`src/rtl/core/lru_page_frame_tracker_unit_assert.svh`:
```
// Assertion macros for the LRU page frame tracker.
// Each macro samples on the rising edge of clk and is disabled while rst_n is low.
`ifndef LRU_PAGE_FRAME_TRACKER_UNIT_ASSERT_SVH
`define LRU_PAGE_FRAME_TRACKER_UNIT_ASSERT_SVH

// Consequent must hold in the same cycle as the antecedent.
`define LPFT_ASSERT_NOW(lbl, ante, cons, msg) \
    lbl: assert property (@(posedge clk) disable iff (!rst_n) (ante) |-> (cons)) \
        else $error(msg);

// Consequent must hold in the cycle after the antecedent.
`define LPFT_ASSERT_NEXT(lbl, ante, cons, msg) \
    lbl: assert property (@(posedge clk) disable iff (!rst_n) (ante) |=> (cons)) \
        else $error(msg);

`endif

```
`src/rtl/core/lpft_pkg.sv`:
```
package lpft_pkg;

    // Defaults for the top-level parameters
    localparam int FRAME_COUNT_DEF = 8;
    localparam int PAGE_BITS_DEF   = 16;
    localparam int COUNT_BITS_DEF  = 32;

    // Width of the frames-in-use register and its reset value
    localparam int         CFG_W      = 4;
    localparam logic [3:0] FRAMES_RST = 4'd8;

    // Input transaction payload
    typedef struct packed {
        logic [15:0] page;
        logic        last_ref;
    } lpft_in_t;

    // Result transaction payload
    typedef struct packed {
        logic        fault;
        logic        evict_valid;
        logic [15:0] evicted_page;
        logic [31:0] fault_total;
        logic        done_res;
    } lpft_out_t;

    // Control broadcast to every cell of the row
    typedef struct packed {
        logic step;   // a reference is accepted this cycle
        logic flush;  // the reference ends its sequence
    } lpft_ctl_t;

endpackage

```
`src/rtl/core/lru_page_frame_tracker_unit.sv`:
```
// Output: the result of a reference is registered and presented in the cycle after its acceptance.
// Throughput: one reference per cycle while results are taken; the row of frame cells
// compares combinationally and shifts as a reference is accepted, and a result register parts input from output.
// Reset: frame store empty, fault count zero, frames_in_use set to 8, no result pending.
// A reference marked last clears store and count once its result is formed.
module lru_page_frame_tracker_unit
    import lpft_pkg::*;
#(
    parameter int FRAME_COUNT = FRAME_COUNT_DEF,
    parameter int PAGE_BITS   = PAGE_BITS_DEF,
    parameter int COUNT_BITS  = COUNT_BITS_DEF
)
(
    input  logic             clk,
    input  logic             rst_n,
    input  logic             cfg_valid,
    output logic             cfg_ready,
    input  logic [CFG_W-1:0] cfg_data,
    input  logic             in_valid,
    output logic             in_ready,
    input  lpft_in_t         in_data,
    output logic             out_valid,
    input  logic             out_ready,
    output lpft_out_t        out_data
);

    localparam int CAP_W = $clog2(FRAME_COUNT + 1);

    logic [CFG_W-1:0]      frames_reg;
    logic [CAP_W-1:0]      cap;
    lpft_ctl_t             ctl;
    logic [PAGE_BITS-1:0]  ref_page;
    logic [FRAME_COUNT:0]  found;
    logic [PAGE_BITS-1:0]  cell_page  [FRAME_COUNT];
    logic [FRAME_COUNT-1:0] cell_valid;
    logic [FRAME_COUNT-1:0] tail_valid;
    logic [PAGE_BITS-1:0]  tail_page  [FRAME_COUNT];
    logic                  evict;
    logic [PAGE_BITS-1:0]  victim;
    logic                  fault;
    logic [COUNT_BITS-1:0] cnt_reg;
    logic [COUNT_BITS-1:0] cnt_next;
    logic [COUNT_BITS-1:0] cnt_upd;
    logic                  out_valid_reg;
    logic                  out_valid_next;
    lpft_out_t             out_data_reg;
    lpft_out_t             out_data_next;

    // Take configuration writes at any time
    assign cfg_ready = 1'b1;

    always_ff @(posedge clk or negedge rst_n)
    begin
        if (!rst_n)
        begin
            frames_reg <= FRAMES_RST;
        end
        else if (cfg_valid)
        begin
            frames_reg <= cfg_data;
        end
    end

    // Clamp the managed frame count to one up to the built frame count
    always_comb
    begin
        if (frames_reg == '0)
        begin
            cap = CAP_W'(1);
        end
        else if (32'(frames_reg) > FRAME_COUNT)
        begin
            cap = CAP_W'(FRAME_COUNT);
        end
        else
        begin
            cap = CAP_W'(frames_reg);
        end
    end

    // Accept a reference whenever the result register is free or being drained
    assign in_ready   = !out_valid_reg || out_ready;
    assign ctl.step   = in_valid && in_ready;
    assign ctl.flush  = in_data.last_ref;
    assign ref_page   = PAGE_BITS'(in_data.page);
    assign found[0]   = 1'b0;

    // Build the row of frame cells, most recent first
    genvar gi;
    generate
        for (gi = 0; gi < FRAME_COUNT; gi++)
        begin : g_cell
            logic [PAGE_BITS-1:0] prev_page;
            logic                 prev_valid;

            if (gi == 0)
            begin : g_head
                assign prev_page  = ref_page;
                assign prev_valid = 1'b1;
            end
            else
            begin : g_body
                assign prev_page  = cell_page[gi-1];
                assign prev_valid = cell_valid[gi-1];
            end

            lpft_cell #(
                .FRAME_COUNT (FRAME_COUNT),
                .PAGE_BITS   (PAGE_BITS),
                .IDX         (gi)
            ) u_cell (
                .clk        (clk),
                .rst_n      (rst_n),
                .ctl        (ctl),
                .cap        (cap),
                .ref_page   (ref_page),
                .prev_page  (prev_page),
                .prev_valid (prev_valid),
                .found_in   (found[gi]),
                .found_out  (found[gi+1]),
                .page_q     (cell_page[gi]),
                .valid_q    (cell_valid[gi]),
                .tail_valid (tail_valid[gi]),
                .tail_page  (tail_page[gi])
            );
        end
    endgenerate

    // Collect the eviction candidate from the oldest managed cell
    always_comb
    begin
        victim = '0;
        for (int i = 0; i < FRAME_COUNT; i++)
        begin
            victim = victim | tail_page[i];
        end
    end

    assign fault = !found[FRAME_COUNT];
    assign evict = fault && (|tail_valid);

    // Advance the saturating fault count, clear it at the end of a sequence
    assign cnt_upd = (fault && (cnt_reg != '1)) ? cnt_reg + COUNT_BITS'(1) : cnt_reg;

    always_comb
    begin
        cnt_next = cnt_reg;
        if (ctl.step)
        begin
            cnt_next = ctl.flush ? '0 : cnt_upd;
        end
    end

    always_ff @(posedge clk or negedge rst_n)
    begin
        if (!rst_n)
        begin
            cnt_reg <= '0;
        end
        else
        begin
            cnt_reg <= cnt_next;
        end
    end

    // Form the result and hold it until taken
    always_comb
    begin
        out_valid_next = out_valid_reg && !out_ready;
        out_data_next  = out_data_reg;
        if (ctl.step)
        begin
            out_valid_next             = 1'b1;
            out_data_next.fault        = fault;
            out_data_next.evict_valid  = evict;
            out_data_next.evicted_page = evict ? 16'(victim) : 16'd0;
            out_data_next.fault_total  = 32'(cnt_upd);
            out_data_next.done_res     = in_data.last_ref;
        end
    end

    always_ff @(posedge clk or negedge rst_n)
    begin
        if (!rst_n)
        begin
            out_valid_reg <= 1'b0;
        end
        else
        begin
            out_valid_reg <= out_valid_next;
        end
    end

    always_ff @(posedge clk)
    begin
        out_data_reg <= out_data_next;
    end

    assign out_valid = out_valid_reg;
    assign out_data  = out_data_reg;

    // Check eviction, victim reporting and store update
    `include "lru_page_frame_tracker_unit_assert.svh"

    `LPFT_ASSERT_NOW(a_evict_needs_fault, out_valid && out_data.evict_valid, out_data.fault, "eviction reported on a hit")
    `LPFT_ASSERT_NOW(a_victim_zero, out_valid && !out_data.evict_valid, out_data.evicted_page == 16'd0, "victim page not zero without eviction")
    `LPFT_ASSERT_NEXT(a_flush_empties, ctl.step && ctl.flush, cell_valid == '0, "frame store not empty after end of sequence")
    `LPFT_ASSERT_NEXT(a_head_filled, ctl.step && !ctl.flush, cell_valid[0], "most recent frame empty after a reference")

endmodule

```
`src/rtl/core/lpft_cell.sv`:
```
module lpft_cell
    import lpft_pkg::*;
#(
    parameter int FRAME_COUNT = FRAME_COUNT_DEF,
    parameter int PAGE_BITS   = PAGE_BITS_DEF,
    parameter int IDX         = 0,
    localparam int CAP_W      = $clog2(FRAME_COUNT + 1)
)
(
    input  logic                 clk,
    input  logic                 rst_n,
    input  lpft_ctl_t            ctl,
    input  logic [CAP_W-1:0]     cap,
    input  logic [PAGE_BITS-1:0] ref_page,
    input  logic [PAGE_BITS-1:0] prev_page,
    input  logic                 prev_valid,
    input  logic                 found_in,
    output logic                 found_out,
    output logic [PAGE_BITS-1:0] page_q,
    output logic                 valid_q,
    output logic                 tail_valid,
    output logic [PAGE_BITS-1:0] tail_page
);

    logic [PAGE_BITS-1:0] page_reg;
    logic [PAGE_BITS-1:0] page_next;
    logic                 valid_reg;
    logic                 valid_next;
    logic                 in_range;
    logic                 is_tail;
    logic                 match;

    // Decide whether this position is managed and whether it holds the reference
    assign in_range  = cap > CAP_W'(IDX);
    assign is_tail   = cap == CAP_W'(IDX + 1);
    assign match     = in_range && valid_reg && (page_reg == ref_page);
    assign found_out = found_in | match;

    // Offer the entry as the eviction candidate when it is the oldest managed one
    assign tail_valid = is_tail && valid_reg;
    assign tail_page  = tail_valid ? page_reg : '0;

    assign page_q  = page_reg;
    assign valid_q = valid_reg;

    // Shift in from the younger neighbour up to the hit position, drop out of range, clear all at a sequence end
    always_comb
    begin
        page_next  = page_reg;
        valid_next = valid_reg;
        if (ctl.step)
        begin
            if (ctl.flush || !in_range)
            begin
                valid_next = 1'b0;
            end
            else if (!found_in)
            begin
                page_next  = prev_page;
                valid_next = prev_valid;
            end
        end
    end

    // Hold the entry
    always_ff @(posedge clk or negedge rst_n)
    begin
        if (!rst_n)
        begin
            valid_reg <= 1'b0;
        end
        else
        begin
            valid_reg <= valid_next;
        end
    end

    always_ff @(posedge clk)
    begin
        page_reg <= page_next;
    end

endmodule

```
`config.mk`:
```
export PLATFORM = sky130hd
export DESIGN_NAME = lru_page_frame_tracker_unit
export DESIGN_NICKNAME = d
export VERILOG_FILES = /design/src/rtl/core/lpft_pkg.sv /design/src/rtl/core/lru_page_frame_tracker_unit.sv /design/src/rtl/core/lpft_cell.sv
export VERILOG_INCLUDE_DIRS = /design/src /design/src/rtl/core
export SDC_FILE = /design/constraint.sdc
export NUM_CORES = 1
export LEC_CHECK = 0
export ABC_AREA = 1
export BUFFER_PORTS_ARGS = -buffer_cell sky130_fd_sc_hd__buf_2
export CORE_ASPECT_RATIO = 1.1
export CORE_UTILIZATION = 58
export DETAILED_ROUTE_END_ITERATION = 8
export GPL_TIMING_DRIVEN = 1
export PLACE_DENSITY = 0.87
export SYNTH_ARGS = -nofsm -noshare
export SYNTH_HDL_FRONTEND = slang
export SYNTH_SLANG_ARGS = --single-unit
export TNS_END_PERCENT = 100
```
`constraint.sdc`:
```
create_clock -name clk -period 5.4 [get_ports clk]
set_clock_uncertainty 0.05 [all_clocks]
set_input_delay 0.81 -clock clk [delete_from_list [all_inputs] [get_ports clk]]
set_output_delay 0.81 -clock clk [all_outputs]
set_load 0.01 [all_outputs]
```
==> impl_metrics.yaml <==
logic_synthesis:
  synthCells: 1662
  netlist_area_sq_um: 13200
  yosys_register_bits: 224
  yosys.area_share.simple_pct: 35.2
  synth_edf_count: 179
  async_reset_ff_share_pct: 20.1
  synth_xor_area_share_pct: 2.12
  yosys_warnings: 0
  synth_top_family_by_area: "simple AND/OR/NAND/NOR gates"
  syn_avg_cell_area_sq_um: 7.97
  synth_fa_ha_area_share_pct: 0.0945
  synth_compound_area_share_pct: 5.55
  ys.flop_type: "edfxtp_1"
  synth_cell_type_count: 55
  synth_nets: 1689
  ys_seq_area_share_pct: 49.1
  synth_mux_area_share_pct: 0
placement:
  pre_cts_slack_ns: 1.42
  gp_congestion: 1.05
  dp_hpwl_um: 35800
  place_inst: 2011
  portBuffers: 78
setup_path:
  reg2reg_from: "frames_reg[3]"
  start_kind: "flop"
  worstPathArrival_ns: 4.24
  worstSetupPathType: "reg2reg"
  crit_chain: "nand2_2 > inv_1 > nand4_1 > nor2_1 > nand3_1 > nor4_1 > nor2_1 > nand2_1 > xor2_1 > nand2_1 > nand2_1"
  cp_slowest_stage_delay_ns: 0.98
  required_ns: 5.83
  cp_max_fo: 11
  rr_endpoint: "cnt_reg[24]"
  reg2reg_slack_ns: 1.59
  path_common_cell: "nand2_1"
  worstRegToRegCells: 11
  worst_setup_path_end_kind: "flop"
  critical-path-slowest-cell: "nor4_1"
die:
  dieArea_sq_um: 23400
  core_sq_um: 22300
  start_util_pct: 59.5
  die_h_um: 160
  rows: 57
  die_w_um: 146
  io_pins: 80
power:
  p_leak_nw: 6.67
  power_density_nw_per_um2: 283
  ir_worst_vdd_mv: 0.259
final_layout:
  drive_above_1_share_pct: 12.8
  instances_no_fill: 2057
  nNetsFinal: 1770
  final_cell_mix: "nand2_1 (554), inv_1 (193), nor2_1 (188)"
  areaGrowthSynthToFinish_pct: 11.2
  final_common_cell: "nand2_1"
  largest_register_ffs: 128
  diodes: 0
global_route:
  grt_first_pass_wirelength_um: 70500
  grt-ovfl-total: 0
  grt_max_degree: 56
  grt_util_all_layers_pct: 40.3
  antenna_found_initial: 0
  grt_pass1_vias: 11900
clock_tree:
  cts_buffers: 25
  clk_latency_ns: 0.55
  postCtsHoldBufs: 0
  cts_tree: "done"
  ctsResizeCount: 0
  clk_pin_slew_ns: 0.07
  root_buffer: "clkbuf_16"
  cts_buffer_depth: 3
  cts_setup_buffers: 0
  cts_sinks: 224
  h-tree-depth: 1
detailed_routing:
  ant_nets: 0
  drtIter0Drc: 1569
  wl_per_cell_um: 22.6
  dr.pass1.iters: 7
  viasPerCell: 6.13
  wirelength_um: 46500
  num_vias: 12600
  drc: 0
sta:
  layout_min_cycle_time_ns: 3.81
  rsz0062_at_grt: "no"
  final.setup.worst_slack_ns: 1.59
  fin_tns_setup_ns: 0
  setup_violations: 0
  fmaxAchievable_mhz: 263
  worstMarginPinSlew_ns: 1.28
  period_share_pct: 70.5
  finalHoldViolCount: 0
  slew_headroom_pct: 13.8
  final_max_slew_viol_count: 0
outcome:
  status: "finished, final reports clean"
flow_run:
  maxCapViolations: 0
hold_path:
  min_path_type: "in2async"
-- stage by stage --
| step | total power, mW | instance area, sq um | hold WS, ns | util, % |
|---|---|---|---|---|
| detailed placement | 2.45 | 13900 | 0.388 | 62.5 |
| CTS | 4.15 | 14700 | 0.402 | 66.2 |
| global placement | 2.44 | 13900 | 0.389 | 62.5 |
| global route | 4.26 | 14700 | 0.433 | 66.2 |
| finish | 4.17 | 14700 | 0.403 | 66.2 |
| floorplan | 2.28 | 13200 | 0.376 | - |
-- synthesized netlist by cell type, types with 16 or more instances --
| cell | number | area [sq um] |
|---|---|---|
| nor4_1 | 21 | 131 |
| edfxtp_1 | 179 | 5380 |
| inv_2 | 23 | 86.3 |
| nor3_1 | 36 | 180 |
| inv_1 | 194 | 728 |
| xor2_1 | 22 | 193 |
| nand3_1 | 53 | 265 |
| dfrtp_1 | 44 | 1100 |
| a21oi_1 | 19 | 95.1 |
| nor2_1 | 189 | 709 |
| nand2_1 | 554 | 2080 |
| o22ai_1 | 20 | 125 |
| nor2_2 | 16 | 100 |
| o21ai_0 | 28 | 140 |
| nand4_1 | 90 | 563 |
-- power by group --
group,switching [mW],internal (mW),total [mW]
clock network,0.746,0.994,1.74
registers,0.0499,1.93,1.98
logic,0.330,0.118,0.448
total,1.13,3.04,4.17
-- worst max-delay path by stage --
stage	start	to	slack, ns
2_1_floorplan	in_data[16]	g_cell[7].u_cell.page_q[0]	1.47
3_3_place_gp	in_data[4]	out_data[45]	1.56
3_5_place_dp	in_data[4]	out_data[45]	1.42
4_1_cts	frames_reg[3]	cnt_reg[24]	1.76
5_1_grt	in_data[6]	cnt_reg[16]	1.56
6_report	frames_reg[3]	cnt_reg[24]	1.59
-- cell families after synthesis --
| kind of cell | after synthesis |
|---|---|
| DFF | 224 |
| AOI/OAI and AO/OA | 114 |
| other | 1 |
| xor gates and xnor gates | 32 |
| and+or+nand+nor | 1035 |
| buffers and inverters | 255 |
| adders and majority gates | 1 |
-- layer usage --
metal	GRT usage, %	part of all wire [%]	up-vias
met5	0	0	-
met4	13.9	3.3	0
met3	7.56	12	96
met2	64.7	47	869
met1	55.3	39	5964
li1	-	-	5685
-- cell type report --
type | instances | area (sq um)
sequential | 224 | 6500
tap | 295 | 369
clock inverter | 18 | 174
fill | 1876 | 7520
clock buffer | 28 | 637
multi-input combinational | 1183 | 5740
inverter | 218 | 818
timing repair buffer | 91 | 488
-- critical path, delay by kind of cell, from the launching register on --
family,cells,cell delay [ns]
buffers and inverters,1,0.40
xor gates and xnor gates,1,0.27
DFF,1,0.65
and+or+nand+nor,9,2.36
(Power assumes the default switching activity.)
